===== src/hdl/cuat_pkg.sv =====
// shared types, constants and codes of the card identifier access table
`default_nettype none

package cuat_pkg;

  localparam int MAX_ENTRIES_DEF = 32;
  localparam int UID_BYTES_DEF   = 10;

  localparam int FUNC_W    = 2;
  localparam int LEN_W     = 4;
  localparam int LOW_W     = 64;
  localparam int HIGH_W    = 16;
  localparam int IDX_OUT_W = 5;
  localparam int CNT_OUT_W = 6;

  typedef enum logic [FUNC_W-1:0] {
    FUNC_FIND   = 2'd0,
    FUNC_ADD    = 2'd1,
    FUNC_REMOVE = 2'd2
  } func_t;

  typedef enum logic [2:0] {
    ST_IDLE,
    ST_SCAN,
    ST_ADD,
    ST_SHIFT,
    ST_RESULT
  } state_t;

  // controller to datapath
  typedef struct packed {
    logic load;
    logic scan;
    logic shift_init;
    logic shift;
    logic append;
    logic drop;
    logic publish;
  } cmd_t;

  // datapath to controller
  typedef struct packed {
    logic              req_bad;
    logic              scan_done;
    logic              hit;
    logic              full;
    logic              shift_done;
    logic [FUNC_W-1:0] func;
  } stat_t;

endpackage

`default_nettype wire


===== src/hdl/cuat_dp.sv =====
// datapath: request registers, entry memory, scan compare, shift and result registers
`default_nettype none

module cuat_dp
  import cuat_pkg::*;
#(
  parameter int MAX_ENTRIES = MAX_ENTRIES_DEF,
  parameter int UID_BYTES   = UID_BYTES_DEF
) (
  input  wire logic                 clk,
  input  wire logic                 rst_n,
  input  wire logic [FUNC_W-1:0]    func,
  input  wire logic [LEN_W-1:0]     uid_length,
  input  wire logic [LOW_W-1:0]     uid_low,
  input  wire logic [HIGH_W-1:0]    uid_high,
  input  wire cmd_t                 cmd,
  output stat_t                     stat,
  output logic                      ok,
  output logic [IDX_OUT_W-1:0]      match_index,
  output logic [CNT_OUT_W-1:0]      entry_count
);

  localparam int CNT_W = $clog2(MAX_ENTRIES + 1);
  localparam int IDX_W = (MAX_ENTRIES > 1) ? $clog2(MAX_ENTRIES) : 1;
  localparam int KEY_W = 8 * UID_BYTES;
  localparam int ENT_W = KEY_W + LEN_W;

  logic [LOW_W+HIGH_W-1:0] uid_all;

  logic [FUNC_W-1:0]    func_r;
  logic [LEN_W-1:0]     len_r;
  logic [KEY_W-1:0]     key_r;

  logic [ENT_W-1:0]     mem [MAX_ENTRIES];
  logic [CNT_W-1:0]     count_r;
  logic [CNT_W-1:0]     ptr_r;
  logic [CNT_W-1:0]     ptr_nxt;
  logic [ENT_W-1:0]     rd_data_r;
  logic [IDX_W-1:0]     rd_tag_r;
  logic                 rd_vld_r;
  logic                 rd_issue;

  logic                 hit_r;
  logic [IDX_W-1:0]     hit_idx_r;
  logic                 succ_r;
  logic                 ent_match;
  logic                 find_hit;

  logic                 ok_r;
  logic [IDX_OUT_W-1:0] match_index_r;
  logic [CNT_OUT_W-1:0] entry_count_r;

  assign uid_all = {uid_high, uid_low};

  // one memory read per cycle, for the scan or for the shift
  assign rd_issue = ((cmd.scan && !hit_r) || cmd.shift) && (ptr_r < count_r);

  // compare registered entry against the request, bytes at or above the length ignored
  always_comb begin
    ent_match = (rd_data_r[ENT_W-1:KEY_W] == len_r);
    for (int b = 0; b < UID_BYTES; b++) begin
      if ((LEN_W'(b) < len_r) && (rd_data_r[8*b +: 8] != key_r[8*b +: 8])) begin
        ent_match = 1'b0;
      end
    end
  end

  assign find_hit = (func_r == FUNC_FIND) && hit_r;

  always_comb begin
    ptr_nxt = ptr_r;
    if (cmd.load) begin
      ptr_nxt = '0;
    end else if (cmd.shift_init) begin
      ptr_nxt = CNT_W'(hit_idx_r) + CNT_W'(1);
    end else if (rd_issue) begin
      ptr_nxt = ptr_r + CNT_W'(1);
    end
  end

  always_ff @(posedge clk) begin
    if (cmd.load) begin
      func_r <= func;
      len_r  <= uid_length;
      key_r  <= uid_all[KEY_W-1:0];
    end
  end

  always_ff @(posedge clk) begin
    if (cmd.append) begin
      mem[count_r[IDX_W-1:0]] <= {len_r, key_r};
    end else if (cmd.shift && rd_vld_r) begin
      mem[rd_tag_r - IDX_W'(1)] <= rd_data_r;
    end
  end

  always_ff @(posedge clk) begin
    if (rd_issue) begin
      rd_data_r <= mem[ptr_r[IDX_W-1:0]];
      rd_tag_r  <= ptr_r[IDX_W-1:0];
    end
  end

  always_ff @(posedge clk) begin
    if (cmd.scan && rd_vld_r && !hit_r && ent_match) begin
      hit_idx_r <= rd_tag_r;
    end
  end

  always_ff @(posedge clk) begin
    if (!rst_n) begin
      count_r  <= '0;
      ptr_r    <= '0;
      rd_vld_r <= 1'b0;
      hit_r    <= 1'b0;
      succ_r   <= 1'b0;
    end else begin
      ptr_r    <= ptr_nxt;
      rd_vld_r <= rd_issue;
      if (cmd.load) begin
        hit_r <= 1'b0;
      end else if (cmd.scan && rd_vld_r && ent_match) begin
        hit_r <= 1'b1;
      end
      if (cmd.load) begin
        succ_r <= 1'b0;
      end else if (cmd.append || cmd.drop) begin
        succ_r <= 1'b1;
      end
      if (cmd.append) begin
        count_r <= count_r + CNT_W'(1);
      end else if (cmd.drop) begin
        count_r <= count_r - CNT_W'(1);
      end
    end
  end

  always_ff @(posedge clk) begin
    if (cmd.publish) begin
      ok_r          <= succ_r | find_hit;
      match_index_r <= find_hit ? IDX_OUT_W'(hit_idx_r) : '0;
      entry_count_r <= CNT_OUT_W'(count_r);
    end
  end

  assign stat.req_bad    = (len_r > LEN_W'(UID_BYTES)) ||
                           ((func_r != FUNC_FIND) && (func_r != FUNC_ADD) &&
                            (func_r != FUNC_REMOVE));
  assign stat.scan_done  = !rd_vld_r && (hit_r || (ptr_r >= count_r));
  assign stat.hit        = hit_r;
  assign stat.full       = (count_r == CNT_W'(MAX_ENTRIES));
  assign stat.shift_done = !rd_vld_r && (ptr_r >= count_r);
  assign stat.func       = func_r;

  assign ok          = ok_r;
  assign match_index = match_index_r;
  assign entry_count = entry_count_r;

endmodule

`default_nettype wire


===== src/hdl/cuat_ctrl.sv =====
// controller: request sequencing state machine and result handshake
`default_nettype none

module cuat_ctrl
  import cuat_pkg::*;
(
  input  wire logic  clk,
  input  wire logic  rst_n,
  input  wire logic  in_tvalid,
  output logic       in_tready,
  output logic       out_tvalid,
  input  wire logic  out_tready,
  input  wire stat_t stat,
  output cmd_t       cmd
);

  state_t state_r;
  state_t state_nxt;
  logic   out_tvalid_r;
  logic   out_tvalid_nxt;

  always_ff @(posedge clk) begin
    if (!rst_n) begin
      state_r      <= ST_IDLE;
      out_tvalid_r <= 1'b0;
    end else begin
      state_r      <= state_nxt;
      out_tvalid_r <= out_tvalid_nxt;
    end
  end

  always_comb begin
    state_nxt      = state_r;
    cmd            = '0;
    in_tready      = 1'b0;
    out_tvalid_nxt = out_tvalid_r && !out_tready;
    case (state_r)
      ST_IDLE: begin
        in_tready = 1'b1;
        if (in_tvalid) begin
          cmd.load  = 1'b1;
          state_nxt = ST_SCAN;
        end
      end
      ST_SCAN: begin
        if (stat.req_bad) begin
          state_nxt = ST_RESULT;
        end else begin
          cmd.scan = 1'b1;
          if (stat.scan_done) begin
            state_nxt = ST_RESULT;
            if (stat.func == FUNC_ADD && !stat.hit && !stat.full) begin
              state_nxt = ST_ADD;
            end else if (stat.func == FUNC_REMOVE && stat.hit) begin
              cmd.shift_init = 1'b1;
              state_nxt      = ST_SHIFT;
            end
          end
        end
      end
      ST_ADD: begin
        cmd.append = 1'b1;
        state_nxt  = ST_RESULT;
      end
      ST_SHIFT: begin
        cmd.shift = 1'b1;
        if (stat.shift_done) begin
          cmd.drop  = 1'b1;
          state_nxt = ST_RESULT;
        end
      end
      ST_RESULT: begin
        if (!out_tvalid_r || out_tready) begin
          cmd.publish    = 1'b1;
          out_tvalid_nxt = 1'b1;
          state_nxt      = ST_IDLE;
        end
      end
      default: begin
        state_nxt = ST_IDLE;
      end
    endcase
  end

  assign out_tvalid = out_tvalid_r;

endmodule

`default_nettype wire


===== src/hdl/card_uid_access_table.sv =====
// top level of the card identifier access table
// a rejected item goes straight to the result; find and add scan the stored entries, and
//   remove scans then shifts, one stored entry per cycle through the single read port of
//   the entry memory, for both scan and shift
// throughput: one item at a time, the next is taken once the result is registered
// reset: synchronous active low, empties the table; entry memory is not cleared
`default_nettype none

module card_uid_access_table
  import cuat_pkg::*;
#(
  parameter int MAX_ENTRIES = MAX_ENTRIES_DEF,
  parameter int UID_BYTES   = UID_BYTES_DEF
) (
  input  wire logic        clk,
  input  wire logic        rst_n,
  // input item
  input  wire logic        in_tvalid,
  output logic             in_tready,
  input  wire logic [87:0] in_tdata,   // uid_length[3:0], uid_low[67:4], uid_high[83:68], zero
  input  wire logic [1:0]  in_tuser,   // func[1:0]
  // result item
  output logic             out_tvalid,
  input  wire logic        out_tready,
  output logic [15:0]      out_tdata   // ok[0], match_index[5:1], entry_count[11:6], zero
);

  cmd_t                 cmd;
  stat_t                stat;
  logic                 ok;
  logic [IDX_OUT_W-1:0] match_index;
  logic [CNT_OUT_W-1:0] entry_count;

  // sequencing of scan, append and shift-down
  cuat_ctrl u_ctrl (
    .clk        (clk),
    .rst_n      (rst_n),
    .in_tvalid  (in_tvalid),
    .in_tready  (in_tready),
    .out_tvalid (out_tvalid),
    .out_tready (out_tready),
    .stat       (stat),
    .cmd        (cmd)
  );

  // entry store, compare and result registers
  cuat_dp #(
    .MAX_ENTRIES (MAX_ENTRIES),
    .UID_BYTES   (UID_BYTES)
  ) u_dp (
    .clk         (clk),
    .rst_n       (rst_n),
    .func        (in_tuser[FUNC_W-1:0]),
    .uid_length  (in_tdata[3:0]),
    .uid_low     (in_tdata[67:4]),
    .uid_high    (in_tdata[83:68]),
    .cmd         (cmd),
    .stat        (stat),
    .ok          (ok),
    .match_index (match_index),
    .entry_count (entry_count)
  );

  // pack result fields from the lowest bit up
  assign out_tdata = {4'd0, entry_count, match_index, ok};

endmodule

`default_nettype wire


===== config.mk =====
export PLATFORM = sky130hd
export DESIGN_NAME = card_uid_access_table
export DESIGN_NICKNAME = d
export VERILOG_FILES = /design/src/hdl/cuat_pkg.sv /design/src/hdl/cuat_dp.sv /design/src/hdl/cuat_ctrl.sv /design/src/hdl/card_uid_access_table.sv
export SDC_FILE = /design/constraint.sdc
export NUM_CORES = 2
export LEC_CHECK = 0
export ABC_AREA = 1
export BUFFER_PORTS_ARGS = -buffer_cell sky130_fd_sc_hd__buf_2
export CORE_ASPECT_RATIO = 1.2
export CORE_MARGIN = 3
export CORE_UTILIZATION = 55
export DETAILED_ROUTE_END_ITERATION = 8
export GPL_TIMING_DRIVEN = 1
export PLACE_DENSITY = 0.68
export SLEW_MARGIN = 20
export SYNTH_ARGS = -nofsm -noshare
export SYNTH_HDL_FRONTEND = slang
export SYNTH_SLANG_ARGS = --single-unit

===== constraint.sdc =====
create_clock -name clk -period 7.65 [get_ports clk]
set_clock_uncertainty 0.05 [all_clocks]
set_input_delay 0.765 -clock clk [delete_from_list [all_inputs] [get_ports clk]]
set_output_delay 0.765 -clock clk [all_outputs]
set_load 0.01 [all_outputs]

; Word level (Yosys, flattened, before mapping)
; Memory sizes are Yosys's and may differ from the RTL's. A register that Yosys moved wholly into a read port is not among the register bits.
; Cells that the tools add are included.
[totals]
register_bits = 127
ramBits = 2688
word_cells = 150
n_memories = 1
[classes]
addsub = 5
magnitude_cmp = 13
eq_ne = 24
mux = 46
bitwise_logic = 2
n_reduce_logical = 44
[mem_list]
columns = name, words, word_bits, read_ports, rd_clocked_by_memory_dff, write_ports, line
row1 = u_dp.mem, 32, 84, 1, 1, 1, cuat_dp.sv:34  ; logic [ENT_W-1:0] mem [MAX_ENTRIES];
[op_table]
columns = operator, n
row1 = two-way mux 84 bit, 1
row2 = OR reduction 84 bit, 1
row3 = inequality test 8 bit, 10
row4 = two-way mux 1 bit, 30
row5 = logical AND 1 bit, 26
row6 = two-way mux 6 bit, 4
row7 = two-way mux 3 bit, 7
row8 = less-than comparator 3 x 4 -> 1 bit (first input constant), 4
row9 = one-hot mux 3 bit (5 select lines), 1
row10 = adder 6 x 1 -> 6 bit (second input constant), 2
row11 = less-than comparator 1 x 4 -> 1 bit (first input constant), 2
row12 = less-than comparator 2 x 4 -> 1 bit (first input constant), 2
row13 = less-than comparator 4 bit (first input constant), 2
row14 = adder 5 x 1 -> 6 bit (second input constant), 1
row15 = == test 3 x 2 -> 1 bit (second input constant), 2
row16 = == test 6 bit (second input constant), 1
row17 = >= comparator 6 bit, 1
row18 = less-than comparator 6 bit, 1
row19 = inequality test 2 bit (second input constant), 3
row20 = nonzero test 2 bit, 3
row21 = subtractor 6 x 1 -> 6 bit (second input constant), 1
row22 = zero test 1 bit, 5
row23 = logical OR 1 bit, 5
row24 = two-way mux 5 bit, 1
row25 = other kinds (16), 18

; Depth between registers and ports, before layout
[depth]
depth_word = 13
depth_mapped = 17

; By module
; A second synthesis with hierarchy kept.
[hier_totals]
cells_unflattened = 8722
hier_area_um2 = 114424.7
[modules_own_cells]
columns = module, instances, cells_each, area_each_um2, seq_area_each_um2
row1 = cuat_dp, 1, 8658, 114048.1, 86783.2
row2 = cuat_ctrl, 1, 58, 335.3, 80.1
row3 = card_uid_access_table, 1, 6, 41.3, 0.0

; Worst setup path after synthesis
; OpenSTA, ideal clock, no wires.
[synth_timing]
path_type = reg2reg
from = reg u_ctrl.state_r[1]
to = mem u_dp.mem[31][0] (netlist name), enable pin
arrival_time_ps = 4941
required_time_ps = 7073
path_slack_ps = 2132
stages_incl_launch_ff = 9
n_path_buf = 1
synth_period_minus_slack_ps = 5518
path_cell_list = dfxtp_1 > inv_1 > nor2_1 > inv_1 > or2_2 > clkbuf_1 > nand2_1 > nand3_1 > nor2_1
[synth_between]
elab_chain_cells = 8
[synth_lines]
columns = element, line
row1 = "start, declared", cuat_ctrl.sv:17  ; state_t state_r;
row2 = "start signal, assigned", cuat_ctrl.sv:27  ; state_r <= state_nxt;
row3 = == test 3 x 2 -> 1 bit, cuat_ctrl.sv:37  ; case (state_r)
row4 = two-way mux 1 bit, cuat_ctrl.sv:37
row5 = logical AND 1 bit, cuat_dp.sv:92  ; end else if (cmd.shift && rd_vld_r) begin
row6 = two-way mux 1 bit, cuat_dp.sv:92
row7 = two-way mux 1 bit, cuat_dp.sv:90  ; if (cmd.append) begin
row8 = two-way mux 1 bit (implied by the code), cuat_dp.sv:93  ; mem[rd_tag_r - IDX_W'(1)] <= rd_data_r;
row9 = OR reduction 84 bit (no line), --
row10 = two-way mux 5 bit (no line) or two-way mux 1 bit (tied branches), --
row11 = "end, declared", cuat_dp.sv:34
; Several ways; a longest one is shown, not always the timed one.

; Final worst setup path
[layout_timing]
from = reg u_ctrl.state_r[2]
to = mem u_dp.mem[29][55] (netlist name), enable pin
; The elaborated chain is that of the path after synthesis.

==> impl_metrics.env <==
export IMPL_drc_errors=0
export IMPL_start_util=0.5549
export IMPL_fin_crit_sh=0.7237
export IMPL_swShare=0.3072
export IMPL_setup_viol=0
export IMPL_area_growth_syn_to_layout_pct=11.10
export IMPL_cts_num_sinks=2899
export IMPL_clockRootBuffer="clkbuf_16"
export IMPL_ff2ff_path_depth=10
export IMPL_p_sw_mw=12.92
export IMPL_arrival_ns=6.00
export IMPL_die_y_um=504.7
export IMPL_grt_usage=0.2921
export IMPL_hold_viol=0
export IMPL_slowest_delay_ns=1.14
export IMPL_synthCells=8667
export IMPL_worstSetupStartpoint="u_ctrl.state_r[2]$_SDFFE_PN0P_"
export IMPL_fin_area_um2=126600
export IMPL_max_slew_margin=0.1556
export IMPL_io_buffers=103
export IMPL_dpl_hpwl_mm=144.8
export IMPL_min_delay_path_depth=4
export IMPL_worstHoldPathType="input pin to flop"
export IMPL_synth_cell_type_count=41
export IMPL_slowest_stage="nor2_4"
export IMPL_routedWlPerCell_um=27.27
export IMPL_internal_power_mw=29.15
export IMPL_p_total_mw=42.07
export IMPL_grt_pass1_wl_mm=462.0
export IMPL_synth_seq_cells=2899
export IMPL_grt_max_degree=215
export IMPL_grt_pass1_vias=71177
export IMPL_path_cells="inv_1 -> nand2_1 -> nor2_1 -> inv_1 -> nor2_4 -> inv_4 -> o21ai_0 -> nand3_1 -> nor2_4 -> buf_12"
export IMPL_fin_tns_setup_ns=0
export IMPL_reg2reg_from="u_ctrl.state_r[2]$_SDFFE_PN0P_"
export IMPL_whs_ns=0.08756
export IMPL_drv_cap=0
export IMPL_vdd_drop_max_v=0.0002758
export IMPL_yosysSeqAreaShare=0.7621
export IMPL_setup_worst_path_class="flop to flop"
export IMPL_fin_crit_ns=5.536
export IMPL_clockBufferDepth=4
export IMPL_drt_total_wl_mm=317.7
export IMPL_ioPinCount=112
export IMPL_ant_nets=0
export IMPL_via_per_inst=6.403
export IMPL_vias=74592
export IMPL_coreArea_um2=205400
export IMPL_worst_path_buf_inv=4
export IMPL_cts_tree="done"
export IMPL_grt_setup_unrepaired="no"
export IMPL_power_frac_comb=0.220
export IMPL_gp_congestion=0.7961
export IMPL_cts_clk_slew_worst_paths_ns=0.06
export IMPL_instances_no_fill=11650
export IMPL_dieArea_um2=212800
export IMPL_synth_area_um2=114000
export IMPL_max_freq_mhz=180.6
export IMPL_final_util=0.6165
export IMPL_first_pass_iters=6
export IMPL_numCtsBuffers=291
export IMPL_critPathLaunchType="flop"
export IMPL_dp_cells=11083
export IMPL_p_seq_frac=0.467
export IMPL_p_clk_frac=0.313
export IMPL_clk_latency_ns=0.94
export IMPL_nets=8808
export IMPL_drv_slew=0
export IMPL_drive_above_1_share=0.07864
export IMPL_hp_start="out_tready"
export IMPL_grt_overflow_total=0
export IMPL_yosys_warnings=0
export IMPL_synth_area_leader_cell="edfxtp_1"
export IMPL_status="completed"
export IMPL_max_slew_worst_pin_slew_ns=1.267
export IMPL_detailedRoute_firstIterationViolations=10009
export IMPL_antenna_found_initial=2
export IMPL_critPathCaptureType="flop"
export IMPL_htreeDepth=5
export IMPL_crit_fanout=65
export IMPL_synth_top_area_frac=0.7587
export IMPL_num_rows=182
export IMPL_dpl_worst_slack_ns=2.284
export IMPL_die_w_um=421.6
export IMPL_path_delay_family="simple AND/OR/NAND/NOR gates"
export IMPL_path_depth=10
export IMPL_setup_slack_ns=2.114
export IMPL_avgSynthCellArea_um2=13.15
export IMPL_worstPathRequired_ns=8.11
export IMPL_power_density_nw_per_um2=332.2
export IMPL_leakagePower_nw=41.55
export IMPL_synth_area_leaders="edfxtp_1, o21ai_0, nor2_1"
export IMPL_placed_area_um2=117200
sequential cells by signal, indices dropped and copies added (netlist names):
name	flops
u_ctrl.out_tvalid	1
u_ctrl.state_r	3
u_dp.count_r	6
u_dp.entry_count	6
u_dp.func_r	2
u_dp.hit_idx_r	5
u_dp.hit_r	1
u_dp.key_r	80
u_dp.len_r	4
u_dp.match_index	5
u_dp.mem	2688
u_dp.ok	1
u_dp.ptr_r	6
u_dp.rd_data_r	84
u_dp.rd_tag_r	5
u_dp.rd_vld_r	1
u_dp.succ_r	1
power by group through the flow:
stage	registers [mW]	logic, mW	clock network, mW
6_report	19.7	9.26	13.2
2_1_floorplan	19.7	6.30	0
5_1_grt	19.7	10.2	13.9
4_1_cts	19.6	9.13	13.3
3_5_place_dp	20.0	9.04	0
3_3_place_gp	20.0	8.81	0
worst reg2reg max path, delay by kind of cell, from the launching register on:
kind / cells / cell delay, ns
compound gates: 1 / 0.63
simple gates: 5 / 2.67
buf+inv: 4 / 1.31
flops: 1 / 0.33
cell usage in the layout (no fill, tap or decap), types with 40 or more instances in the layout:
master / synthesis / final
nor2_1: 1676 / 1642
edfxtp_1: 2880 / 2880
inv_1: 89 / 85
buf_2: 155 / 103
o22ai_1: 720 / 720
o21ai_0: 1427 / 1394
clkbuf_1: 381 / 58
buf_4: 39 / 117
clkinv_2: 0 / 40
nand2_1: 635 / 635
dlygate4sd3_1: 0 / 85
nand3_1: 138 / 138
o221ai_1: 66 / 66
xnor2_1: 45 / 45
clkinv_1: 1 / 60
o21ai_1: 222 / 251
clkbuf_16: 0 / 297
synthesized netlist by cell type, drive strengths merged:
cell / number
edfxtp: 2880
nor2: 1677
o21ai: 1650
o22ai: 720
nand2: 635
clkbuf: 381
buf: 221
nand3: 139
inv: 93
o221ai: 66
xnor2: 45
or2: 27
a21oi: 26
dfxtp: 19
nand4: 17
xor2: 16
ha: 12
a31oi: 8
nor3: 7
o211ai: 6
o21a: 6
o31ai: 5
o21bai: 3
a211oi: 2
a32o: 1
clkinv: 1
conb: 1
fa: 1
nand3b: 1
o22a: 1
metal layers:
metal	part of all wire	GRT usage	vias to the layer above	wire [µm]
met1	0.38	0.3953	37216	119500
li1	-	-	32202	-
met5	0	0	-	0
met2	0.48	0.4750	4397	151400
met3	0.10	0.04804	777	33210
met4	0.043	0.1212	0	13590
path summary, 6_finish.rpt:
| kind | endpoint | slack, ns |
|---|---|---|
| hold reg to reg | u_dp.entry_count[5]$_DFFE_PP_ | 0.43 |
| hold / removal | u_ctrl.out_tvalid$_SDFF_PN0_ | 0.09 |
| setup reg to reg | u_dp.mem[29][55]$_DFFE_PP_ | 2.11 |
| setup / recovery | u_dp.mem[29][55]$_DFFE_PP_ | 2.11 |
timing repair:
item,CTS,global route
hold buffers,85,0
setup endpoints to repair,0,0
buffers inserted,0,0
resized for setup,0,0
endpoints found under the hold margin,85,0
area by class of cell:
type | count | area, µm²
diodes | 1 | 2.502
clock buffers | 358 | 7691
clock inverters | 123 | 849.6
fillers | 15226 | 78760
inverters | 94 | 404.1
multi-input cells | 5075 | 24410
flip-flops and latches | 2899 | 86880
well taps | 2760 | 3453
repair buffers | 340 | 2945
logic make-up (layout without fill, tap and decap cells):
group	Yosys count	after routing	share of synthesized area
flip-flops	2899	2899	0.7621
other	1	5	0.00003290
XOR/XNOR	61	61	0.004687
buffers and inverters	696	915	0.02632
AND/OR/NAND/NOR	2503	2503	0.08514
adder cells (fa/ha/maj)	13	13	0.001493
AO/OA/AOI/OAI	2494	2494	0.1203
Note: power is estimated with default switching activity, not from simulation.
